==> src/rtl/core/aer_pkg.sv <==
// aer_pkg: shared types, widths and reset values for the acoustic echo ranger.
// Used by aer_front, aer_back and acoustic_echo_ranger_top.
// No dependencies.
package aer_pkg;

  localparam int SampleBits    = 16;
  localparam int TimerBitsDef  = 24;
  localparam int QueueDepthDef = 4;

  localparam int AccBits      = 31;
  localparam int PeakBits     = 16;
  localparam int LevelBits    = 16;
  localparam int SensBits     = 8;
  localparam int WinBits      = 4;
  localparam int IntervalBits = 24;
  localparam int DpsBits      = 16;
  localparam int DistBits     = 40;
  localparam int MulBits      = AccBits + SensBits;

  localparam logic [DistBits-1:0] DistMax = {DistBits{1'b1}};

  localparam logic [IntervalBits-1:0] PingIntervalRst = 24'd44100;
  localparam logic [SensBits-1:0]     SensitivityRst  = 8'd32;
  localparam logic [WinBits-1:0]      AvgWindowRst    = 4'd12;
  localparam logic [DpsBits-1:0]      DistPerSmpRst   = 16'd7778;

  localparam int AddrBits = 4;
  localparam int DataBits = 32;

  typedef enum logic [1:0] {
    RegPingInterval  = 2'd0,
    RegSensitivity   = 2'd1,
    RegAvgWindow     = 2'd2,
    RegDistPerSample = 2'd3
  } reg_idx_e;

  typedef struct packed {
    logic signed [SampleBits-1:0] sample;
    logic                         block_end;
  } in_item_t;

  typedef struct packed {
    logic                 echo_detected;
    logic [DistBits-1:0]  distance_um;
    logic                 ping_request;
    logic [PeakBits-1:0]  block_peak;
    logic [LevelBits-1:0] mean_level;
  } out_item_t;

endpackage

==> src/rtl/core/aer_fifo.sv <==
// aer_fifo: short register-based queue between the front and back sections.
// Depends on nothing but its parameters.
module aer_fifo #(
  parameter int WIDTH = 8,
  parameter int DEPTH = 4
) (
  input  logic             clk_i,
  input  logic             rst_ni,
  input  logic             push_i,
  input  logic [WIDTH-1:0] wdata_i,
  output logic             full_o,
  output logic             valid_o,
  input  logic             pop_i,
  output logic [WIDTH-1:0] rdata_o
);

  localparam int PtrBits = (DEPTH > 1) ? $clog2(DEPTH) : 1;
  localparam int CntBits = $clog2(DEPTH + 1);
  localparam logic [PtrBits-1:0] LastPtr = PtrBits'(DEPTH - 1);
  localparam logic [CntBits-1:0] DepthCnt = CntBits'(DEPTH);

  logic [WIDTH-1:0]   mem_q [DEPTH];
  logic [PtrBits-1:0] wr_ptr_q, wr_ptr_d;
  logic [PtrBits-1:0] rd_ptr_q, rd_ptr_d;
  logic [CntBits-1:0] count_q, count_d;

  assign full_o  = (count_q == DepthCnt);
  assign valid_o = (count_q != '0);
  assign rdata_o = mem_q[rd_ptr_q];

  always_comb begin
    wr_ptr_d = wr_ptr_q;
    rd_ptr_d = rd_ptr_q;
    count_d  = count_q;
    if (push_i) begin
      wr_ptr_d = (wr_ptr_q == LastPtr) ? '0 : wr_ptr_q + 1'b1;
    end
    if (pop_i) begin
      rd_ptr_d = (rd_ptr_q == LastPtr) ? '0 : rd_ptr_q + 1'b1;
    end
    if (push_i && !pop_i) begin
      count_d = count_q + 1'b1;
    end else if (!push_i && pop_i) begin
      count_d = count_q - 1'b1;
    end
  end

  always_ff @(posedge clk_i or negedge rst_ni) begin
    if (!rst_ni) begin
      wr_ptr_q <= '0;
      rd_ptr_q <= '0;
      count_q  <= '0;
    end else begin
      wr_ptr_q <= wr_ptr_d;
      rd_ptr_q <= rd_ptr_d;
      count_q  <= count_d;
    end
  end

  always_ff @(posedge clk_i) begin
    if (push_i) begin
      mem_q[wr_ptr_q] <= wdata_i;
    end
  end

  a_no_overflow : assert property (@(posedge clk_i) disable iff (!rst_ni)
    push_i |-> (!full_o || pop_i))
    else $error("aer_fifo: push into full queue");

  a_no_underflow : assert property (@(posedge clk_i) disable iff (!rst_ni)
    pop_i |-> valid_o)
    else $error("aer_fifo: pop from empty queue");

  a_count_bound : assert property (@(posedge clk_i) disable iff (!rst_ni)
    count_q <= DepthCnt)
    else $error("aer_fifo: occupancy beyond depth");

  a_count_up : assert property (@(posedge clk_i) disable iff (!rst_ni)
    (push_i && !pop_i) |=> (count_q == $past(count_q) + 1'b1))
    else $error("aer_fifo: occupancy did not track push");

endmodule

==> src/rtl/core/aer_front.sv <==
// aer_front: per-sample state update (running sum, block peak, ping counter).
// Pushes one job per block end into the queue. Depends on aer_pkg.
module aer_front #(
  parameter int TIMER_BITS = aer_pkg::TimerBitsDef,
  parameter int JOB_BITS   = 1 + aer_pkg::PeakBits + aer_pkg::AccBits + TIMER_BITS
) (
  input  logic                              clk_i,
  input  logic                              rst_ni,
  input  logic                              in_valid_i,
  output logic                              in_ready_o,
  input  aer_pkg::in_item_t                 in_data_i,
  input  logic [aer_pkg::WinBits-1:0]       win_log2_i,
  input  logic [aer_pkg::IntervalBits-1:0]  ping_interval_i,
  input  logic                              full_i,
  output logic                              push_o,
  output logic [JOB_BITS-1:0]               job_o
);

  localparam int CmpBits = (TIMER_BITS > aer_pkg::IntervalBits) ?
                           TIMER_BITS : aer_pkg::IntervalBits;

  logic [aer_pkg::AccBits-1:0]    acc_q, acc_d;
  logic [aer_pkg::PeakBits-1:0]   peak_q, peak_d;
  logic [TIMER_BITS-1:0]          cnt_q, cnt_d;
  logic [TIMER_BITS-1:0]          elapsed_q, elapsed_d;
  logic                           open_q, open_d;

  logic                           accept;
  logic [aer_pkg::SampleBits-1:0] raw;
  logic [aer_pkg::PeakBits-1:0]   mag;
  logic [aer_pkg::PeakBits-1:0]   peak_base;
  logic [TIMER_BITS-1:0]          cnt_inc;
  logic                           ping;

  assign in_ready_o = !full_i;
  assign accept     = in_valid_i && !full_i;
  assign push_o     = accept && in_data_i.block_end;

  always_comb begin
    raw       = in_data_i.sample;
    mag       = raw[aer_pkg::SampleBits-1] ? (~raw + 1'b1) : raw;
    peak_base = open_q ? peak_q : '0;
    cnt_inc   = (cnt_q == '1) ? cnt_q : cnt_q + 1'b1;
    ping      = CmpBits'(cnt_inc) >= CmpBits'(ping_interval_i);

    acc_d     = acc_q - (acc_q >> win_log2_i) + aer_pkg::AccBits'(mag);
    peak_d    = (mag > peak_base) ? mag : peak_base;
    // latch the counter before the opening sample is counted
    elapsed_d = open_q ? elapsed_q : cnt_q;
    if (in_data_i.block_end) begin
      open_d = 1'b0;
      cnt_d  = ping ? '0 : cnt_inc;
    end else begin
      open_d = 1'b1;
      cnt_d  = cnt_inc;
    end
  end

  assign job_o = {ping, peak_d, acc_d, elapsed_d};

  always_ff @(posedge clk_i or negedge rst_ni) begin
    if (!rst_ni) begin
      acc_q     <= '0;
      peak_q    <= '0;
      cnt_q     <= '0;
      elapsed_q <= '0;
      open_q    <= 1'b0;
    end else if (accept) begin
      acc_q     <= acc_d;
      peak_q    <= peak_d;
      cnt_q     <= cnt_d;
      elapsed_q <= elapsed_d;
      open_q    <= open_d;
    end
  end

endmodule

==> src/rtl/core/aer_back.sv <==
// aer_back: threshold test and distance product, two registered stages.
// Pops jobs from the queue and drives the result register. Depends on aer_pkg.
module aer_back #(
  parameter int TIMER_BITS = aer_pkg::TimerBitsDef,
  parameter int JOB_BITS   = 1 + aer_pkg::PeakBits + aer_pkg::AccBits + TIMER_BITS
) (
  input  logic                         clk_i,
  input  logic                         rst_ni,
  input  logic                         job_valid_i,
  input  logic [JOB_BITS-1:0]          job_i,
  output logic                         pop_o,
  input  logic [aer_pkg::WinBits-1:0]  win_log2_i,
  input  logic [aer_pkg::SensBits-1:0] sens_i,
  input  logic [aer_pkg::DpsBits-1:0]  dps_i,
  output logic                         out_valid_o,
  input  logic                         out_ready_i,
  output aer_pkg::out_item_t           out_data_o
);

  localparam int ProdBits = TIMER_BITS + aer_pkg::DpsBits;
  localparam int ExtBits  = (ProdBits > aer_pkg::DistBits) ? ProdBits : aer_pkg::DistBits + 1;

  logic                           j_ping;
  logic [aer_pkg::PeakBits-1:0]   j_peak;
  logic [aer_pkg::AccBits-1:0]    j_acc;
  logic [TIMER_BITS-1:0]          j_elapsed;
  logic [aer_pkg::AccBits-1:0]    mean;

  logic                           a_valid_q;
  logic [aer_pkg::MulBits-1:0]    a_mul_q, a_mul_d;
  logic [ProdBits-1:0]            a_prod_q, a_prod_d;
  logic [aer_pkg::PeakBits-1:0]   a_peak_q;
  logic [aer_pkg::LevelBits-1:0]  a_mean_q;
  logic                           a_ping_q;

  logic                           out_valid_q;
  aer_pkg::out_item_t             out_q, out_d;

  logic                           a_ready;
  logic                           b_ready;
  logic [ExtBits-1:0]             prod_x;
  logic [aer_pkg::MulBits-1:0]    peak_x16;
  logic                           echo;

  assign {j_ping, j_peak, j_acc, j_elapsed} = job_i;

  assign b_ready = !out_valid_q || out_ready_i;
  assign a_ready = !a_valid_q || b_ready;
  assign pop_o   = job_valid_i && a_ready;

  always_comb begin
    mean     = j_acc >> win_log2_i;
    a_mul_d  = aer_pkg::MulBits'(mean) * aer_pkg::MulBits'(sens_i);
    a_prod_d = ProdBits'(j_elapsed) * ProdBits'(dps_i);
  end

  always_comb begin
    prod_x   = ExtBits'(a_prod_q);
    peak_x16 = aer_pkg::MulBits'(a_peak_q) << 4;
    echo     = peak_x16 > a_mul_q;
    out_d.echo_detected = echo;
    if (!echo) begin
      out_d.distance_um = '0;
    end else if (prod_x > ExtBits'(aer_pkg::DistMax)) begin
      out_d.distance_um = aer_pkg::DistMax;
    end else begin
      out_d.distance_um = prod_x[aer_pkg::DistBits-1:0];
    end
    out_d.ping_request = a_ping_q;
    out_d.block_peak   = a_peak_q;
    out_d.mean_level   = a_mean_q;
  end

  always_ff @(posedge clk_i or negedge rst_ni) begin
    if (!rst_ni) begin
      a_valid_q   <= 1'b0;
      out_valid_q <= 1'b0;
    end else begin
      if (a_ready) begin
        a_valid_q <= job_valid_i;
      end
      if (b_ready) begin
        out_valid_q <= a_valid_q;
      end
    end
  end

  always_ff @(posedge clk_i) begin
    if (pop_o) begin
      a_mul_q  <= a_mul_d;
      a_prod_q <= a_prod_d;
      a_peak_q <= j_peak;
      a_mean_q <= mean[aer_pkg::LevelBits-1:0];
      a_ping_q <= j_ping;
    end
    if (b_ready && a_valid_q) begin
      out_q <= out_d;
    end
  end

  assign out_valid_o = out_valid_q;
  assign out_data_o  = out_q;

  a_stage_flow : assert property (@(posedge clk_i) disable iff (!rst_ni)
    (a_valid_q && b_ready) |=> out_valid_q)
    else $error("aer_back: stage result lost on its way to the output");

  a_hold_stage : assert property (@(posedge clk_i) disable iff (!rst_ni)
    (a_valid_q && !b_ready) |=> (a_valid_q && $stable(a_mul_q) && $stable(a_prod_q)))
    else $error("aer_back: stalled stage changed");

endmodule

==> src/rtl/core/acoustic_echo_ranger_top.sv <==
// acoustic_echo_ranger_top: echo detector with running-average threshold.
// Holds the configuration registers; instantiates aer_front, aer_fifo, aer_back.
//
//   channel  direction  handshake                 payload
//   in       sink       in_valid_i / in_ready_o   in_data_i  (aer_pkg::in_item_t)
//   out      source     out_valid_o / out_ready_i out_data_o (aer_pkg::out_item_t)
//   cfg      APB slave  psel, penable, pready     paddr, pwdata, prdata
//
// One sample accepted per cycle while the queue is not full; each block end yields one result.
// The front updates its state in the cycle of acceptance; the back is two stages
// (mean times sensitivity and elapsed times distance, then compare and saturate).
// Reset clears all running state and loads the default register values.
// The queue holds QUEUE_DEPTH pending results; in_ready_o drops only when it is full.
module acoustic_echo_ranger_top #(
  parameter int TIMER_BITS  = aer_pkg::TimerBitsDef,
  parameter int QUEUE_DEPTH = aer_pkg::QueueDepthDef
) (
  input  logic                          clk_i,
  input  logic                          rst_ni,
  input  logic                          in_valid_i,
  output logic                          in_ready_o,
  input  aer_pkg::in_item_t             in_data_i,
  output logic                          out_valid_o,
  input  logic                          out_ready_i,
  output aer_pkg::out_item_t            out_data_o,
  input  logic                          psel,
  input  logic                          penable,
  input  logic                          pwrite,
  input  logic [aer_pkg::AddrBits-1:0]  paddr,
  input  logic [aer_pkg::DataBits-1:0]  pwdata,
  output logic [aer_pkg::DataBits-1:0]  prdata,
  output logic                          pready
);

  localparam int JobBits = 1 + aer_pkg::PeakBits + aer_pkg::AccBits + TIMER_BITS;

  logic [aer_pkg::IntervalBits-1:0] ping_interval_q;
  logic [aer_pkg::SensBits-1:0]     sens_q;
  logic [aer_pkg::WinBits-1:0]      win_q;
  logic [aer_pkg::DpsBits-1:0]      dps_q;

  logic                 wr_en;
  aer_pkg::reg_idx_e    reg_idx;

  logic                 push;
  logic                 full;
  logic [JobBits-1:0]   push_job;
  logic                 job_valid;
  logic                 pop;
  logic [JobBits-1:0]   pop_job;

  assign pready  = 1'b1;
  assign wr_en   = psel && penable && pwrite && pready;
  assign reg_idx = aer_pkg::reg_idx_e'(paddr[aer_pkg::AddrBits-1:2]);

  always_ff @(posedge clk_i or negedge rst_ni) begin
    if (!rst_ni) begin
      ping_interval_q <= aer_pkg::PingIntervalRst;
      sens_q          <= aer_pkg::SensitivityRst;
      win_q           <= aer_pkg::AvgWindowRst;
      dps_q           <= aer_pkg::DistPerSmpRst;
    end else if (wr_en) begin
      case (reg_idx)
        aer_pkg::RegPingInterval:  ping_interval_q <= pwdata[aer_pkg::IntervalBits-1:0];
        aer_pkg::RegSensitivity:   sens_q          <= pwdata[aer_pkg::SensBits-1:0];
        aer_pkg::RegAvgWindow:     win_q           <= pwdata[aer_pkg::WinBits-1:0];
        aer_pkg::RegDistPerSample: dps_q           <= pwdata[aer_pkg::DpsBits-1:0];
        default: ;
      endcase
    end
  end

  always_comb begin
    case (reg_idx)
      aer_pkg::RegPingInterval:  prdata = aer_pkg::DataBits'(ping_interval_q);
      aer_pkg::RegSensitivity:   prdata = aer_pkg::DataBits'(sens_q);
      aer_pkg::RegAvgWindow:     prdata = aer_pkg::DataBits'(win_q);
      aer_pkg::RegDistPerSample: prdata = aer_pkg::DataBits'(dps_q);
      default:                   prdata = '0;
    endcase
  end

  aer_front #(
    .TIMER_BITS (TIMER_BITS),
    .JOB_BITS   (JobBits)
  ) u_front (
    .clk_i           (clk_i),
    .rst_ni          (rst_ni),
    .in_valid_i      (in_valid_i),
    .in_ready_o      (in_ready_o),
    .in_data_i       (in_data_i),
    .win_log2_i      (win_q),
    .ping_interval_i (ping_interval_q),
    .full_i          (full),
    .push_o          (push),
    .job_o           (push_job)
  );

  aer_fifo #(
    .WIDTH (JobBits),
    .DEPTH (QUEUE_DEPTH)
  ) u_fifo (
    .clk_i   (clk_i),
    .rst_ni  (rst_ni),
    .push_i  (push),
    .wdata_i (push_job),
    .full_o  (full),
    .valid_o (job_valid),
    .pop_i   (pop),
    .rdata_o (pop_job)
  );

  aer_back #(
    .TIMER_BITS (TIMER_BITS),
    .JOB_BITS   (JobBits)
  ) u_back (
    .clk_i       (clk_i),
    .rst_ni      (rst_ni),
    .job_valid_i (job_valid),
    .job_i       (pop_job),
    .pop_o       (pop),
    .win_log2_i  (win_q),
    .sens_i      (sens_q),
    .dps_i       (dps_q),
    .out_valid_o (out_valid_o),
    .out_ready_i (out_ready_i),
    .out_data_o  (out_data_o)
  );

endmodule
==> config.mk <==
export PLATFORM = sky130hd
export DESIGN_NAME = acoustic_echo_ranger_top
export DESIGN_NICKNAME = d
export VERILOG_FILES = /design/src/rtl/core/aer_pkg.sv /design/src/rtl/core/aer_fifo.sv /design/src/rtl/core/aer_front.sv /design/src/rtl/core/aer_back.sv /design/src/rtl/core/acoustic_echo_ranger_top.sv
export SDC_FILE = /design/constraint.sdc
export NUM_CORES = 2
export LEC_CHECK = 0
export BUFFER_PORTS_ARGS = -buffer_cell sky130_fd_sc_hd__buf_2
export CAP_MARGIN = 20
export CORE_UTILIZATION = 59
export CTS_BUF_LIST = sky130_fd_sc_hd__clkbuf_4 sky130_fd_sc_hd__clkbuf_8
export CTS_CLUSTER_SIZE = 10
export DETAILED_ROUTE_END_ITERATION = 7
export MAX_ROUTING_LAYER = met4
export PLACE_DENSITY = 0.86
export SETUP_SLACK_MARGIN = 0.15
export SLEW_MARGIN = 20
export SYNTH_ARGS = -nofsm -noshare
export SYNTH_HDL_FRONTEND = slang
export SYNTH_SLANG_ARGS = --single-unit
==> constraint.sdc <==
create_clock -name clk_i -period 7.6 [get_ports clk_i]
set_input_delay 0.38 -clock clk_i [delete_from_list [all_inputs] [get_ports clk_i]]
set_output_delay 0.38 -clock clk_i [all_outputs]
set_load 0.01 [all_outputs]
==> After elaboration in Yosys (flattened, before gate mapping) <==
Memories as Yosys holds them, arrays and structs flattened.
Cells that the tools add are included.
{ "totals": {"reg_bits": 343, "ramBits": 288, "inputBits": 60, "output_inout_bits": 109, "elab_cells": 85, "n_memories": 1} }
{ "mem_list": {"columns": ["name", "depth", "width", "read_ports", "rd_ports_with_merged_regs", "write_ports", "line", "text"], "rows": [
  ["u_fifo.mem_q", 4, 72, 1, 0, 1, "aer_fifo.sv:22", "logic [WIDTH-1:0] mem_q [DEPTH];"]
]} }
{ "op_classes": {"add_sub_neg": 8, "n_mul": 2, "order_cmp": 3, "eq_ne": 7, "n_shift": 2, "muxes": 15, "bitwise": 1, "n_reduce_logical": 22} }
{ "op_table": {"columns": ["operator", "n"], "rows": [
  ["$pmux 32 s4", 1],
  ["$mux 24", 4],
  ["$shr 31x4->31", 2],
  ["$mux 16", 3],
  ["$mul 24x16->40", 1],
  ["$gt 20x39->1", 1],
  ["$mul 31x8->39", 1],
  ["$add 31x16->31", 1],
  ["$sub 31x31->31", 1],
  ["$add 24x1->24 const B", 1],
  ["$eq 24x24->1 const B", 1],
  ["$ge 24x24->1", 1],
  ["$add 16x1->16 const B", 1],
  ["$gt 16x16->1", 1],
  ["$not 16->16", 1],
  ["$eq 2x2->1 const B", 4],
  ["$logic_and 1x1->1", 8],
  ["$reduce_and 2->1", 4],
  ["$mux 3", 2],
  ["$logic_not 1->1", 5],
  ["$add 2x1->2 const B", 2],
  ["$mux 2", 2],
  ["$add 3x1->3 const B", 1],
  ["$eq 3x3->1 const B", 1],
  ["other kinds (7)", 10]
]} }

==> Depth between registers and ports, before layout <==
{ "depth": {"depth_word": 8, "ltp_mapped": 28, "depth_no_buf": 25} }

==> Modules after synthesis <==
From an unflattened synthesis, not the netlist that was laid out.
{ "unflattened": {"cells_unflattened": 4607, "area_unflattened_um2": 50574.8} }
{ "modules_own_cells": {"columns": ["mod", "n_inst", "cells_each", "area_each_um2", "seq_area_each_um2"], "rows": [
  ["aer_back", 1, 2834, 27567.7, 5635.4],
  ["aer_fifo", 1, 413, 10809.1, 8823.5],
  ["aer_front", 1, 1196, 9779.4, 2402.3],
  ["acoustic_echo_ranger_top", 1, 164, 2418.6, 1321.3]
]} }

==> Worst setup path after synthesis <==
OpenSTA, ideal clock, no wires.
{ "synth_path": {"path_type": "register to register", "from": "reg u_back.out_valid_q (netlist: u_back.out_valid_o)", "to": "reg u_fifo.count_q[1]", "setup_ns": 0.125, "arrival_time_ns": 7.474, "required_time_ns": 7.475, "path_slack_ns": 0.001, "stages_incl_launch_ff": 8, "n_path_buf": 0, "synth_period_minus_slack_ns": 7.599, "cell_sequence": "dfrtp_1 nor2b_1 a21oi_1 inv_1 ha_1 inv_1 fa_1 mux2_2"} }
{ "synth_between": {"elab_chain_len": 7, "elab_cells_between_ends": 9, "cone_classes": "mux: 1; reduce/logical: 8"} }
{ "synth_rtl": {"columns": ["element", "line", "text"], "rows": [
  ["start: declaration", "aer_back.sv:36", "logic out_valid_q;"],
  ["start signal: assignment", "aer_back.sv:83", "out_valid_q <= a_valid_q;"],
  ["$logic_not 1->1", "aer_back.sv:47", "assign b_ready = !out_valid_q || out_ready_i;"],
  ["$logic_or 1x1->1", "aer_back.sv:47", null],
  ["$logic_or 1x1->1", "aer_back.sv:48", "assign a_ready = !a_valid_q || b_ready;"],
  ["$logic_and 1x1->1", "aer_back.sv:49", "assign pop_o = job_valid_i && a_ready;"],
  ["named net pop", "acoustic_echo_ranger_top.sv:49", "logic pop;"],
  ["$logic_not 1->1", "aer_fifo.sv:41", "if (push_i && !pop_i) begin"],
  ["$logic_and 1x1->1", "aer_fifo.sv:41", null],
  ["$mux 3", "aer_fifo.sv:41", null],
  ["named net u_fifo.count_d[1]", "aer_fifo.sv:25", "logic [CntBits-1:0] count_q, count_d;"],
  ["end signal: assignment", "aer_fifo.sv:56", "count_q <= count_d;"],
  ["end: declaration", "aer_fifo.sv:25", null]
]} }
The timed path passes the listed nets, and every way through them passes these cells.
A chain may end at the register's enable or synchronous reset.

==> Final worst setup path <==
{ "layout_path": {"from": "reg u_fifo.rd_ptr_q[0]", "to": "reg u_back.a_prod_q[34], data pin"} }
{ "layout_between": {"elab_chain_len": 2} }
{ "layout_rtl": {"columns": ["element", "line", "text"], "rows": [
  ["start: declaration", "aer_fifo.sv:24", "logic [PtrBits-1:0] rd_ptr_q, rd_ptr_d;"],
  ["start signal: assignment", "aer_fifo.sv:55", "rd_ptr_q <= rd_ptr_d;"],
  ["$mem_v2 4x72", null, null],
  ["$mul 24x16->40", "aer_back.sv:54", "a_prod_d = ProdBits'(j_elapsed) * ProdBits'(dps_i);"],
  ["named net u_back.a_prod_d[34]", "aer_back.sv:31", "logic [ProdBits-1:0] a_prod_q, a_prod_d;"],
  ["end signal: assignment", "aer_back.sv:91", "a_prod_q <= a_prod_d;"],
  ["end: declaration", "aer_back.sv:31", null]
]} }
The timed path passes the listed nets, and every way through them passes these cells.

==> out/metrics.csv <==
stage,metric,value,unit
outcome,status,"complete, but fails checks",
outcome,violations,design-rule violations,
clock_network,path_clk_slew,0.07,ns
setup_path,critPathKind,reg2reg,
logic_synthesis,ys.warnings.count,0,
drt,dr.pass1.iters,8,
drt,wl_per_cell,20.6,µm
setup_path,cp_cell_sequence,"buf_12, mux4_2, buf_4, buf_4, nand2_1, fa_1, inv_1, fa_1, fa_1, fa_1, fa_1, inv_1, fa_1, inv_1, ha_1, a21oi_2, a21oi_1, or3_1, a21oi_1, o21ai_1, a311o_1, a21boi_0, xnor2_1",
setup_path,cp_max_fo,10,
setup_path,crit_family,adder cells,
finish,layout-drive-gt1-share,15.9,%
timing,slew_headroom,23.6,%
placed_design,gp_congestion,0.969,
setup_path,cp-end-kind,flip-flop,
floorplanning,die_y,294,µm
drt,drt_iter0_drc,3237,
setup_path,start_kind,flip-flop,
global_route,grt_max_degree,72,
clock_network,clock_path_buffers,3,
setup_path,worst-path-buf-inv,6,
finish,syn_to_final_growth,10.9,%
worst_hold_path,hp-class,in2reg,
clock_network,cts_buffers,100,
floorplanning,die-area,86600,µm²
timing,finalHoldViolCount,0,
drt,viasPerCell,5.88,
global_route,first_global_vias,36900,
timing,rsz0062_at_grt,yes,
timing,hold_ws,0.0210,ns
setup_path,cpMostUsedCell,fa_1,
setup_path,required,8.10,ns
timing,tns,0,ns
placed_design,hpwl,91400,µm
logic_synthesis,synth_seq_area_share,36.1,%
logic_synthesis,synth_area,50400,µm²
timing,max_freq,137,MHz
setup_path,cpPeakStageDelay,0.62,ns
flow_run,cap_viol_max_count,0,
global_route,antenna_found_initial,9,
global_route,grt_usage,30.2,%
timing,fin_skew,0.0563,ns
floorplanning,rows,106,
logic_synthesis,synth.distinct_cells,88,
drt,wl,126000,µm
placed_design,port_buffers,149,
timing,finalSetupViolCount,0,
clock_network,clk-insertion-delay-late,0.79,ns
global_route,grt_overflow_total,0,
setup_path,cp_slowest_cell,mux4_2,
timing,min_period,7.32,ns
drt,route.antenna.remaining_nets,0,
finish,fill_cells,5966,
clock_network,cts_tree,done,
logic_synthesis,netlist_instances,4651,
drt,route.detailed.drc,1,
clock_network,cts_sinks,631,
floorplanning,coreArea,84100,µm²
logic_synthesis,synth_flop_cell,edfxtp_1,
logic_synthesis,ys_seq_elements,631,
finish,nets,5730,
logic_synthesis,synthArstFlopShare,24.9,%
timing,tightest_slew,1.15,ns
timing,period_share,96.3,%
setup_path,cp.arrival,7.81,ns
global_route,grt_pass1_wl,196000,µm
timing,maxSlewViolCount,0,
clock_network,cts-htree-levels,3,
floorplanning,dieWidth,294,µm
floorplanning,start_util,59.9,%
clock_network,root_buffer,clkbuf_8,
floorplanning,ios,169,
drt,route.vias.total,36000,
logic_synthesis,synth.avg_cell_area,10.8,µm²
logic_synthesis,synth_edf_count,474,
[final cells by class]
type / instances / area [µm²] / share of cell area, %
multi-input combinational: 3121 / 29000 / 51.8
sequential: 631 / 18200 / 32.6
inverter: 689 / 2590 / 4.63
timing repair buffer: 350 / 2500 / 4.48
clock buffer: 146 / 1750 / 3.13
tap: 1134 / 1420 / 2.54
clock inverter: 44 / 424 / 0.759
antenna: 8 / 20.0 / 0.0358
[worst reg2reg max path, stage by stage, from the launching register on]
cell and delay [ns]:
dfrtp_4 0.53, buf_12 0.19, mux4_2 0.64, buf_4 0.23, buf_4 0.16, nand2_1 0.10, fa_1 0.48, inv_1 0.14
fa_1 0.49, fa_1 0.47, fa_1 0.48, fa_1 0.49, inv_1 0.05, fa_1 0.47, inv_1 0.04, ha_1 0.37
a21oi_2 0.23, a21oi_1 0.11, or3_1 0.32, a21oi_1 0.12, o21ai_1 0.13, a311o_1 0.44, a21boi_0 0.27, xnor2_1 0.12
[path summary, 6_finish.rpt]
kind / endpoint / startpoint / slack, ns / cells past startpoint
max reg2reg: u_back.a_prod_q[34] / u_fifo.rd_ptr_q[0] / 0.28 / 23
min reg2reg: u_back.out_data_o[10] / u_back.a_mean_q[10] / 0.42 / 0
min in group asynchronous: u_front.peak_q[12] / rst_ni / 0.16 / 2
min: u_front.open_q / in_data_i[0] / 0.02 / 2
max in group asynchronous: u_fifo.rd_ptr_q[0] / rst_ni / 5.94 / 3
max: u_back.a_prod_q[34] / u_fifo.rd_ptr_q[0] / 0.28 / 23
[routing by layer]
metal / up-vias / track usage [%] / wire length [µm]
li1: 16000 / - / -
met1: 17800 / 38.4 / 48800
met4: 0 / 10.6 / 4140
met2: 1879 / 48.0 / 59900
met3: 335 / 6.51 / 13400
met5: - / - / 0
[cells in the final DEF (no fill, tap or decap), types with 20 or more instances in the layout]
| cell type | count |
|---|---|
| o21ai_0 | 157 |
| nand2_1 | 569 |
| mux4_2 | 89 |
| a21oi_1 | 136 |
| mux2i_1 | 76 |
| a31oi_1 | 21 |
| xnor2_1 | 73 |
| nor4_1 | 21 |
| buf_2 | 148 |
| ha_1 | 280 |
| and3_1 | 23 |
| inv_1 | 682 |
| nand2b_1 | 26 |
| nand4_1 | 35 |
| clkbuf_8 | 104 |
| clkbuf_4 | 42 |
| dlygate4sd3_1 | 31 |
| edfxtp_1 | 474 |
| dfrtp_1 | 136 |
| a21o_1 | 64 |
| and2_1 | 255 |
| xor2_1 | 78 |
| nor2_1 | 236 |
| buf_4 | 156 |
| mux2_2 | 118 |
| o21a_1 | 20 |
| nor3_1 | 39 |
| clkinv_1 | 20 |
| nand3_1 | 48 |
| fa_1 | 497 |
[synthesized netlist by cell type, types with 27 or more instances]
library cell  instances  area share, %
a21o_1               64           0.95
inv_1               682            5.1
nand3_1              49           0.49
a21oi_1             144            1.4
xnor2_1              73            1.3
nand4_1              35           0.43
mux2_2              118            2.6
dfrtp_1             141            7.0
and3_1               27           0.34
mux2i_1              76            1.5
and2_1              257            3.2
nor3_1               40           0.40
clkbuf_1            162            1.2
nand2_1             570            4.2
ha_1                280            7.0
o21ai_0             164            1.6
mux4_2               89            4.0
nor2_1              237            1.8
xor2_1               78            1.4
edfxtp_1            474             28
fa_1                497             20
[cells by family after synthesis]
group / count (synthesis) / share of synthesized area, %
compound gates: 551 / 6.80
xor+xnor: 152 / 2.67
fa+ha+maj: 777 / 26.7
buf+inv: 907 / 6.89
flops: 631 / 36.1
mux: 285 / 8.20
other cells: 2 / 0.0149
simple gates: 1346 / 12.6
[stage by stage]
stage	cells	worst slack (ns)	util [%]	area (µm²)
after floorplan	4658	0.230	-	50400
after global placement	5860	0.340	62.9	52900
after detailed placement	5861	0.210	62.9	52900
after CTS	6082	0.177	65.9	55400
after global routing	6122	0.112	66.4	55900
final	6123	0.282	66.4	55900
[flip-flops by register name, indices dropped and copies added, names as in the netlist, 4 cells and up]
register	cells
win_q	4
u_back.a_mean_q	16
u_back.out_data_o	74
u_front.acc_q	31
u_back.a_mul_q	39
dps_q	16
u_front.cnt_q	24
u_back.a_prod_q	40
u_front.elapsed_q	24
u_front.peak_q	16
sens_q	8
u_fifo.mem_q	288
u_back.a_peak_q	16
ping_interval_q	24
[repair_timing]
item                                    in CTS  in global routing
resized for setup                            0                 28
setup buffers                                0                 30
endpoints found under the setup margin       0                 25
hold buffers                                31                  0
hold endpoints to repair                   111                  0
Power is not shown: default switching activity piles up to over one toggle a cycle in this logic, so the estimate is an artifact.
